### config.mk
export PLATFORM = sky130hd
export DESIGN_NAME = earliest_free_server_dispatcher
export DESIGN_NICKNAME = d
export VERILOG_FILES = /design/src/hw/rtl/efsd_pkg.sv /design/src/hw/rtl/earliest_free_server_dispatcher.sv /design/src/hw/rtl/efsd_tally.sv
export SDC_FILE = /design/constraint.sdc
export NUM_CORES = 2
export LEC_CHECK = 0
export ABC_CLOCK_PERIOD_IN_PS = 14100
export BUFFER_PORTS_ARGS = -buffer_cell sky130_fd_sc_hd__buf_4
export CORE_UTILIZATION = 35
export DETAILED_ROUTE_END_ITERATION = 8
export PLACE_DENSITY = 0.47
export SYNTH_ARGS = -nofsm -noshare
export SYNTH_HDL_FRONTEND = slang
export SYNTH_SLANG_ARGS = --single-unit
### constraint.sdc
create_clock -name clock -period 14.1 [get_ports clock]
set_input_delay 2.115 -clock clock [delete_from_list [all_inputs] [get_ports clock]]
set_output_delay 2.115 -clock clock [all_outputs]
set_load 0.1 [all_outputs]
### src/hw/rtl/efsd_pkg.sv
// ----------------------------------------------------------------------------
// efsd_pkg
// Shared types and constants of the earliest-free-server dispatcher.
// ----------------------------------------------------------------------------
package efsd_pkg;

   // register indexes on the csr port
   localparam logic [1:0] REG_ACTIVE = 2'd0;
   localparam logic [1:0] REG_OPEN   = 2'd1;
   localparam logic [1:0] REG_CUTOFF = 2'd2;

   // item kinds on req_tuser
   localparam logic OP_RESTART = 1'b0;
   localparam logic OP_JOB     = 1'b1;

   // reset values
   localparam logic [7:0]  RESET_ACTIVE = 8'd1;
   localparam logic [16:0] RESET_OPEN   = 17'd28800;
   localparam logic [16:0] RESET_CUTOFF = 17'd61200;

   localparam logic [13:0] SECS_PER_MIN = 14'd60;
   localparam logic [31:0] TIME_MAX     = 32'hFFFF_FFFF;
   localparam logic [47:0] SUM_MAX      = 48'hFFFF_FFFF_FFFF;
   localparam logic [23:0] CNT_MAX      = 24'hFF_FFFF;

   // control from the sequencer to the totals unit
   typedef struct packed {
      logic        clear;
      logic        add;
      logic [31:0] wait_secs;
   } tally_ctrl_type;

endpackage

### src/hw/rtl/earliest_free_server_dispatcher.sv
// ----------------------------------------------------------------------------
// earliest_free_server_dispatcher
// Multi-server queue dispatcher, earliest-free-server rule.
// ----------------------------------------------------------------------------
// One word in, one word out. A job word (tuser = 1) goes to the active server
// whose next-free time is smallest (lowest index on a tie) unless it arrives
// after cutoff_time, in which case it is rejected with zeros and the totals
// unchanged. Free times live in a MAX_SERVERS x 32 synchronous RAM; a job
// reads the n active entries one per cycle on the single read port, n being
// the clamped server count (1..MAX_SERVERS), then computes start and wait,
// writes back the new free time and emits. A restart word (tuser = 0) sweeps
// open_time into every RAM entry one per cycle and then acknowledges. A
// rejected job goes straight to the result. After reset the same sweep loads
// 28800 into each entry with req_tready low; csr writes are taken throughout.
// One word is worked on at a time; the result sits in an output register so a
// new word can be taken while rsp waits. Jobs must come in arrival order.
// Registers may only be written while the block is idle.
// ----------------------------------------------------------------------------
module earliest_free_server_dispatcher
   import efsd_pkg::*;
#(
   parameter int MAX_SERVERS = 128
)
(
   input  logic          clock,
   input  logic          reset,
   // config
   input  logic          csr_we,
   input  logic [1:0]    csr_addr,
   input  logic [16:0]   csr_wdata,
   // request stream
   input  logic          req_tvalid,
   output logic          req_tready,
   input  logic [31:0]   req_tdata,   // arrival_seconds[16:0], service_minutes[24:17]
   input  logic          req_tuser,   // op
   // result stream
   output logic          rsp_tvalid,
   input  logic          rsp_tready,
   output logic [143:0]  rsp_tdata,   // server_index[6:0], start_seconds[38:7],
                                      // wait_seconds[70:39], total_wait[118:71],
                                      // served_count[142:119]
   output logic          rsp_tuser    // accepted
);

   localparam int IDX_W = (MAX_SERVERS > 1) ? $clog2(MAX_SERVERS) : 1;
   localparam int CNT_W = $clog2(MAX_SERVERS + 1);

   localparam logic [2:0] ST_IDLE   = 3'd0;
   localparam logic [2:0] ST_CLEAR  = 3'd1;
   localparam logic [2:0] ST_SCAN   = 3'd2;
   localparam logic [2:0] ST_CALC   = 3'd3;
   localparam logic [2:0] ST_COMMIT = 3'd4;
   localparam logic [2:0] ST_EMIT   = 3'd5;

   // config registers
   logic [7:0]  active_ff;
   logic [16:0] open_ff, cutoff_ff;

   // sequencer state
   logic [2:0]       state_ff, state_in;
   logic [CNT_W-1:0] ptr_ff, ptr_in;        // scan / sweep pointer
   logic [CNT_W-1:0] n_ff, n_in;            // servers in use for this job
   logic             rd_pend_ff, rd_pend_in;
   logic [IDX_W-1:0] rd_idx_ff, rd_idx_in;
   logic [16:0]      fill_ff, fill_in;
   logic             ack_ff, ack_in;        // emit a result after the sweep
   logic [16:0]      arr_ff, arr_in;
   logic [7:0]       svc_ff, svc_in;
   logic [31:0]      best_time_ff, best_time_in;
   logic [IDX_W-1:0] best_idx_ff, best_idx_in;
   logic [31:0]      start_ff, start_in;
   logic [31:0]      wait_ff, wait_in;
   logic             acc_ff, acc_in;

   // free-time RAM
   logic [31:0]      free_mem [MAX_SERVERS];
   logic [31:0]      mem_q_ff;
   logic             mem_we;
   logic [IDX_W-1:0] mem_waddr;
   logic [31:0]      mem_wdata;
   logic [IDX_W-1:0] mem_raddr;

   // result register
   logic        rsp_valid_ff, rsp_valid_in;
   logic        rsp_acc_ff;
   logic [6:0]  rsp_idx_ff;
   logic [31:0] rsp_start_ff, rsp_wait_ff;
   logic [47:0] rsp_total_ff;
   logic [23:0] rsp_count_ff;
   logic        rsp_load;

   tally_ctrl_type tally_ctrl;
   logic [47:0]    total_wait;
   logic [23:0]    served_count;

   logic        req_fire;
   logic        issue;
   logic [31:0] n_clamp;
   logic [31:0] arr_wide;
   logic [32:0] next_ext;
   logic [13:0] svc_secs;
   logic [31:0] best_idx_wide;

   assign req_tready = (state_ff == ST_IDLE);
   assign req_fire   = req_tvalid && req_tready;
   assign issue      = (ptr_ff < n_ff);
   assign arr_wide   = 32'(arr_ff);
   assign svc_secs   = 14'(svc_ff) * SECS_PER_MIN;   // at most 15300
   assign next_ext   = {1'b0, start_ff} + 33'(svc_secs);
   assign best_idx_wide = 32'(best_idx_ff);

   // active_servers of 0 acts as 1, above MAX_SERVERS acts as MAX_SERVERS
   always_comb begin
      if (active_ff == 8'd0) begin
         n_clamp = 32'd1;
      end else if (32'(active_ff) > 32'(MAX_SERVERS)) begin
         n_clamp = 32'(MAX_SERVERS);
      end else begin
         n_clamp = 32'(active_ff);
      end
   end

   // config writes
   always_ff @(posedge clock) begin
      if (reset) begin
         active_ff <= RESET_ACTIVE;
         open_ff   <= RESET_OPEN;
         cutoff_ff <= RESET_CUTOFF;
      end else if (csr_we) begin
         unique case (csr_addr)
            REG_ACTIVE: active_ff <= csr_wdata[7:0];
            REG_OPEN:   open_ff   <= csr_wdata;
            REG_CUTOFF: cutoff_ff <= csr_wdata;
            default: ;
         endcase
      end
   end

   // sequencer
   always_comb begin
      state_in     = state_ff;
      ptr_in       = ptr_ff;
      n_in         = n_ff;
      rd_pend_in   = 1'b0;
      rd_idx_in    = ptr_ff[IDX_W-1:0];
      fill_in      = fill_ff;
      ack_in       = ack_ff;
      arr_in       = arr_ff;
      svc_in       = svc_ff;
      best_time_in = best_time_ff;
      best_idx_in  = best_idx_ff;
      start_in     = start_ff;
      wait_in      = wait_ff;
      acc_in       = acc_ff;
      mem_we       = 1'b0;
      mem_waddr    = ptr_ff[IDX_W-1:0];
      mem_wdata    = 32'(fill_ff);
      mem_raddr    = ptr_ff[IDX_W-1:0];
      tally_ctrl   = '{clear: 1'b0, add: 1'b0, wait_secs: wait_ff};
      rsp_load     = 1'b0;

      unique case (state_ff)
         ST_IDLE: begin
            if (req_fire) begin
               arr_in      = req_tdata[16:0];
               svc_in      = req_tdata[24:17];
               acc_in      = 1'b0;
               start_in    = '0;
               wait_in     = '0;
               best_idx_in = '0;
               ptr_in      = '0;
               if (req_tuser == OP_RESTART) begin
                  fill_in          = open_ff;
                  ack_in           = 1'b1;
                  tally_ctrl.clear = 1'b1;
                  state_in         = ST_CLEAR;
               end else if (req_tdata[16:0] <= cutoff_ff) begin
                  n_in     = CNT_W'(n_clamp);
                  state_in = ST_SCAN;
               end else begin
                  state_in = ST_EMIT;     // late arrival, rejected
               end
            end
         end
         ST_CLEAR: begin
            mem_we = 1'b1;
            if (ptr_ff == CNT_W'(MAX_SERVERS - 1)) begin
               ptr_in   = '0;
               state_in = ack_ff ? ST_EMIT : ST_IDLE;
            end else begin
               ptr_in = ptr_ff + CNT_W'(1);
            end
         end
         ST_SCAN: begin
            // read one entry a cycle; data returns the cycle after
            if (issue) begin
               ptr_in     = ptr_ff + CNT_W'(1);
               rd_pend_in = 1'b1;
            end
            if (rd_pend_ff) begin
               if (rd_idx_ff == '0 || mem_q_ff < best_time_ff) begin
                  best_time_in = mem_q_ff;
                  best_idx_in  = rd_idx_ff;
               end
            end
            if (!issue && !rd_pend_ff) begin
               state_in = ST_CALC;
            end
         end
         ST_CALC: begin
            if (best_time_ff > arr_wide) begin
               start_in = best_time_ff;
               wait_in  = best_time_ff - arr_wide;
            end else begin
               start_in = arr_wide;
               wait_in  = '0;
            end
            state_in = ST_COMMIT;
         end
         ST_COMMIT: begin
            // no read of this entry is in flight, so no forwarding is needed
            mem_we         = 1'b1;
            mem_waddr      = best_idx_ff;
            mem_wdata      = next_ext[32] ? TIME_MAX : next_ext[31:0];
            tally_ctrl.add = 1'b1;
            acc_in         = 1'b1;
            state_in       = ST_EMIT;
         end
         ST_EMIT: begin
            if (!rsp_valid_ff || rsp_tready) begin
               rsp_load = 1'b1;
               ack_in   = 1'b0;
               state_in = ST_IDLE;
            end
         end
         default: begin
            state_in = ST_IDLE;
         end
      endcase
   end

   always_ff @(posedge clock) begin
      if (reset) begin
         state_ff   <= ST_CLEAR;
         ptr_ff     <= '0;
         rd_pend_ff <= 1'b0;
         fill_ff    <= RESET_OPEN;
         ack_ff     <= 1'b0;
         n_ff       <= '0;
      end else begin
         state_ff   <= state_in;
         ptr_ff     <= ptr_in;
         rd_pend_ff <= rd_pend_in;
         fill_ff    <= fill_in;
         ack_ff     <= ack_in;
         n_ff       <= n_in;
      end
   end

   always_ff @(posedge clock) begin
      rd_idx_ff    <= rd_idx_in;
      arr_ff       <= arr_in;
      svc_ff       <= svc_in;
      best_time_ff <= best_time_in;
      best_idx_ff  <= best_idx_in;
      start_ff     <= start_in;
      wait_ff      <= wait_in;
      acc_ff       <= acc_in;
   end

   // RAM: one write port, one registered read port
   always_ff @(posedge clock) begin
      if (mem_we) begin
         free_mem[mem_waddr] <= mem_wdata;
      end
      mem_q_ff <= free_mem[mem_raddr];
   end

   efsd_tally u_tally (
      .clock        (clock),
      .reset        (reset),
      .ctrl         (tally_ctrl),
      .total_wait   (total_wait),
      .served_count (served_count)
   );

   // output register
   always_comb begin
      rsp_valid_in = rsp_valid_ff;
      if (rsp_load) begin
         rsp_valid_in = 1'b1;
      end else if (rsp_tready) begin
         rsp_valid_in = 1'b0;
      end
   end

   always_ff @(posedge clock) begin
      if (reset) begin
         rsp_valid_ff <= 1'b0;
      end else begin
         rsp_valid_ff <= rsp_valid_in;
      end
   end

   always_ff @(posedge clock) begin
      if (rsp_load) begin
         rsp_acc_ff   <= acc_ff;
         rsp_idx_ff   <= best_idx_wide[6:0];
         rsp_start_ff <= start_ff;
         rsp_wait_ff  <= wait_ff;
         rsp_total_ff <= total_wait;
         rsp_count_ff <= served_count;
      end
   end

   assign rsp_tvalid = rsp_valid_ff;
   assign rsp_tuser  = rsp_acc_ff;
   assign rsp_tdata  = {1'b0, rsp_count_ff, rsp_total_ff, rsp_wait_ff,
                        rsp_start_ff, rsp_idx_ff};

   // scan pointer never runs past the server count
   a_scan_bound: assert property (@(posedge clock) disable iff (reset)
      state_ff == ST_SCAN |-> ptr_ff <= n_ff)
      else $error("scan pointer past server count");

   // RAM is written only by the sweep or the commit step
   a_mem_write: assert property (@(posedge clock) disable iff (reset)
      mem_we |-> (state_ff == ST_CLEAR || state_ff == ST_COMMIT))
      else $error("unexpected free-time write");

   // a served job has been counted
   a_served_counted: assert property (@(posedge clock) disable iff (reset)
      rsp_tvalid && rsp_tuser |-> rsp_tdata[142:119] != 24'd0)
      else $error("served job not counted");

   // a job never waits longer than its start time
   a_wait_le_start: assert property (@(posedge clock) disable iff (reset)
      rsp_tvalid && rsp_tuser |-> rsp_tdata[70:39] <= rsp_tdata[38:7])
      else $error("wait exceeds start time");

   // rejects and restart acks carry zero index, start and wait
   a_zero_fields: assert property (@(posedge clock) disable iff (reset)
      rsp_tvalid && !rsp_tuser |-> rsp_tdata[70:0] == 71'd0)
      else $error("non-job result carries job fields");

endmodule

### src/hw/rtl/efsd_tally.sv
// ----------------------------------------------------------------------------
// efsd_tally
// Saturating wait total and served-job count since the last restart.
// ----------------------------------------------------------------------------
module efsd_tally
   import efsd_pkg::*;
(
   input  logic           clock,
   input  logic           reset,
   input  tally_ctrl_type ctrl,
   output logic [47:0]    total_wait,
   output logic [23:0]    served_count
);

   logic [47:0] sum_ff, sum_in;
   logic [23:0] cnt_ff, cnt_in;
   logic [48:0] sum_ext;

   always_comb begin
      sum_ext = {1'b0, sum_ff} + 49'(ctrl.wait_secs);
      sum_in  = sum_ff;
      cnt_in  = cnt_ff;
      if (ctrl.clear) begin
         sum_in = '0;
         cnt_in = '0;
      end else if (ctrl.add) begin
         sum_in = (sum_ext > 49'(SUM_MAX)) ? SUM_MAX : sum_ext[47:0];
         if (cnt_ff != CNT_MAX) begin
            cnt_in = cnt_ff + 24'd1;
         end
      end
   end

   always_ff @(posedge clock) begin
      if (reset) begin
         sum_ff <= '0;
         cnt_ff <= '0;
      end else begin
         sum_ff <= sum_in;
         cnt_ff <= cnt_in;
      end
   end

   assign total_wait   = sum_ff;
   assign served_count = cnt_ff;

endmodule

==> impl_metrics.yaml <==
run_status:
  outcome: "finished clean"
timing:
  max_slew_margin: 0.159
  finalHoldViolCount: 0
  setup_violations: 0
  worst_pin_slew_ns: 1.26
  rsz0062_at_grt: "no"
  tns_ns: 0
  skew_ns: 0.0547
  finalCritPeriodShare: 0.530
  drv_slew: 0
  fin_crit_ns: 7.47
  fin_ws_ns: 6.63
  fmax_ghz: 0.134
setup_path:
  crit_start: "svc_ff[0]"
  r2r.worst_path.cells: 22
  cp.arrival_ns: 8.13
  crit_fanout: 80
  end_kind: "flop"
  r2r_slack_ns: 6.63
  r2r-end: "free_mem[8][6]"
  cp.required_ns: 14.76
  worstSetupPathType: "reg2reg"
  startpoint_type: "flop"
  crit_end: "free_mem[8][6]"
  r2r_start: "svc_ff[0]"
cts:
  clkSlewWorstSetupHoldPaths_ns: 0.06
  clkSinkCount: 4561
  tritoncts: "done"
  cts_buffers: 471
  cts-root-buf: "clkbuf_16"
  postCtsSetupBuffers: 0
  insertion_delay_ns: 1.03
  cts_hold_buf: 0
  clk_path_buf_depth: 4
  cts_max_level: 5
  cts_resized: 0
detailed_routing:
  drt_iter0_drc: 9016
  drt-pass1-iter-count: 5
  wire_per_inst_um: 32.1
  wl_um: 505000
  ant_nets: 0
  num_vias: 85700
  drc: 0
  via_per_inst: 5.46
floorplan:
  pin_count: 204
  num_rows: 261
  start_util: 0.351
  die_h_um: 714
  fp.dieW_um: 714
  coreArea_sq_um: 505000
  die_area_sq_um: 509000
synth:
  ys_seq_area_frac: 0.762
  yosys_warnings: 0
  syn_inst: 8025
  synthesis.nets: 8232
  synth_flop_cell: "edfxtp_1"
  syn_area_sq_um: 177000
  yosys_register_bits: 4561
  synth_edf_count: 4369
  synth.avg_cell_area_sq_um: 22.1
  synth.distinct_cells: 71
  async_flop_share: 0
global_routing:
  grt_overflow: 0
  grt_pass1_vias: 87700
  grt_max_degree: 111
  grt_pass1_wl_um: 701000
  grt_usage: 0.196
  antenna_found_initial: 45
pwr:
  irDropWorstVdd_mv: 0.137
  p_per_area_nw_per_um2: 155
  power.leakage_uw: 0.0571
placement:
  post-dp-hpwl_um: 280000
  gp_congestion: 0.796
  port-buffer-count: 195
  placed_area_sq_um: 189000
  dpl_worst_slack_ns: 6.63
cells_and_area:
  num-nets-final: 8776
  top_register: "free_mem"
  utilization: 0.405
  drive_above_1_share: 0.297
  largest_register_ffs: 4096
  fin_area_sq_um: 204000
  syn2layout_area_growth_pct: 15.2
flow_run:
  drv_cap: 0
worst_hold_path:
  hold_path_class: "reg2reg"
## cell families after synthesis
group / after synthesis / synth area share
xor+xnor: 96 / 0.00474
simple gates: 886 / 0.0229
compound gates: 435 / 0.0153
fa+ha+maj: 150 / 0.0113
mux: 1374 / 0.172
buf+inv: 522 / 0.0117
flops: 4561 / 0.762
other cells: 1 / 0.0000212
## layout by cell type, fill, tap and decap left out, types with 26 or more instances in the layout
master,n
ha_1,134
and3_1,26
bufinv_16,28
buf_4,451
inv_1,127
nor2_4,128
xor2_1,35
a21oi_1,143
edfxtp_1,4369
nand2_1,285
nor3_1,45
mux4_2,1343
nor2_1,174
clkbuf_1,124
mux2i_1,30
clkbuf_16,488
clkinv_1,95
a21o_1,46
dfxtp_1,185
clkinv_2,88
o21ai_0,77
a31oi_1,42
nand3_1,43
xnor2_1,61
## cell type report
type | count | area, sq um
clock buffers | 629 | 12900
fillers | 44400 | 301000
multi-input cells | 2942 | 41600
well taps | 6706 | 8390
inverters | 130 | 490
clock inverters | 249 | 2160
repair buffers | 463 | 3630
flip-flops and latches | 4561 | 135000
diodes | 24 | 60.1
## power by group
part | switching (uW) | internal [uW] | leakage, uW
Combinational | 2560 | 1740 | 0.0130
Clock | 5270 | 6930 | 0.00736
Sequential | 186 | 14900 | 0.0367
## synth_stat cells, types with 14 or more instances
library cell / n / area [sq um]
a211oi_1: 14 / 105
a21o_1: 46 / 345
a21oi_1: 152 / 761
a31oi_1: 49 / 307
and2_1: 23 / 144
and3_1: 26 / 163
buf_1: 47 / 176
buf_2: 93 / 465
clkbuf_1: 250 / 938
dfxtp_1: 192 / 3840
edfxtp_1: 4369 / 131000
fa_1: 16 / 320
ha_1: 134 / 1680
inv_1: 129 / 484
mux2i_1: 30 / 300
mux4_2: 1343 / 30200
nand2_1: 290 / 1090
nand2b_1: 16 / 100
nand3_1: 49 / 245
nand3b_1: 20 / 150
nand4_1: 25 / 156
nor2_1: 304 / 1140
nor2b_1: 14 / 87.6
nor3_1: 48 / 240
o21ai_0: 79 / 395
o21bai_1: 17 / 128
or3_1: 19 / 119
xnor2_1: 61 / 534
xor2_1: 35 / 307
## per-stage QoR
step | hold slack, ns | instances | power (uW)
finish | 0.431 | 15700 | 31600
global route | 0.438 | 15700 | 32600
CTS | 0.435 | 15700 | 32000
detailed placement | 0.421 | 14800 | 19800
global placement | 0.407 | 14800 | 19800
floorplan | 0.352 | 8025 | 18100
## how the worst min path moves through the flow
stage / to / from / slack (ns) / cells after the start
after global placement: rsp_tuser / acc_ff / 0.41 / 0
after floorplan: rd_idx_ff[2] / ptr_ff[2] / 0.35 / 0
after detailed placement: rsp_tuser / acc_ff / 0.42 / 0
final: rsp_tuser / acc_ff / 0.43 / 0
after CTS: rsp_tuser / acc_ff / 0.43 / 0
after global routing: rsp_tuser / acc_ff / 0.44 / 0
## routing by layer
layer  GRT usage  vias up  wire length [um]
li1            -    34800                 -
met1       0.284    47500            225000
met2       0.317     2802            240000
met3      0.0268      580             28700
met4      0.0399        0             10200
met5           0        -                 0
## critical path: stages, from the launching register on
cell      delay [ns]
edfxtp_1        0.48
fa_1            0.62
fa_1            0.49
ha_1            0.33
a21o_1          0.18
a21oi_1         0.25
o21bai_1        0.10
a21oi_1         0.23
o21bai_1        0.09
a21oi_1         0.23
o21bai_1        0.09
a21oi_1         0.18
xnor2_1         0.14
ha_1            0.39
nand2_1         0.08
o21bai_1        0.18
o311ai_2        0.13
buf_4           0.23
or3_1           0.54
buf_4           0.31
a31oi_4         0.20
buf_4           0.59
buf_4           0.85
Power figures use the tool's default switching activity.
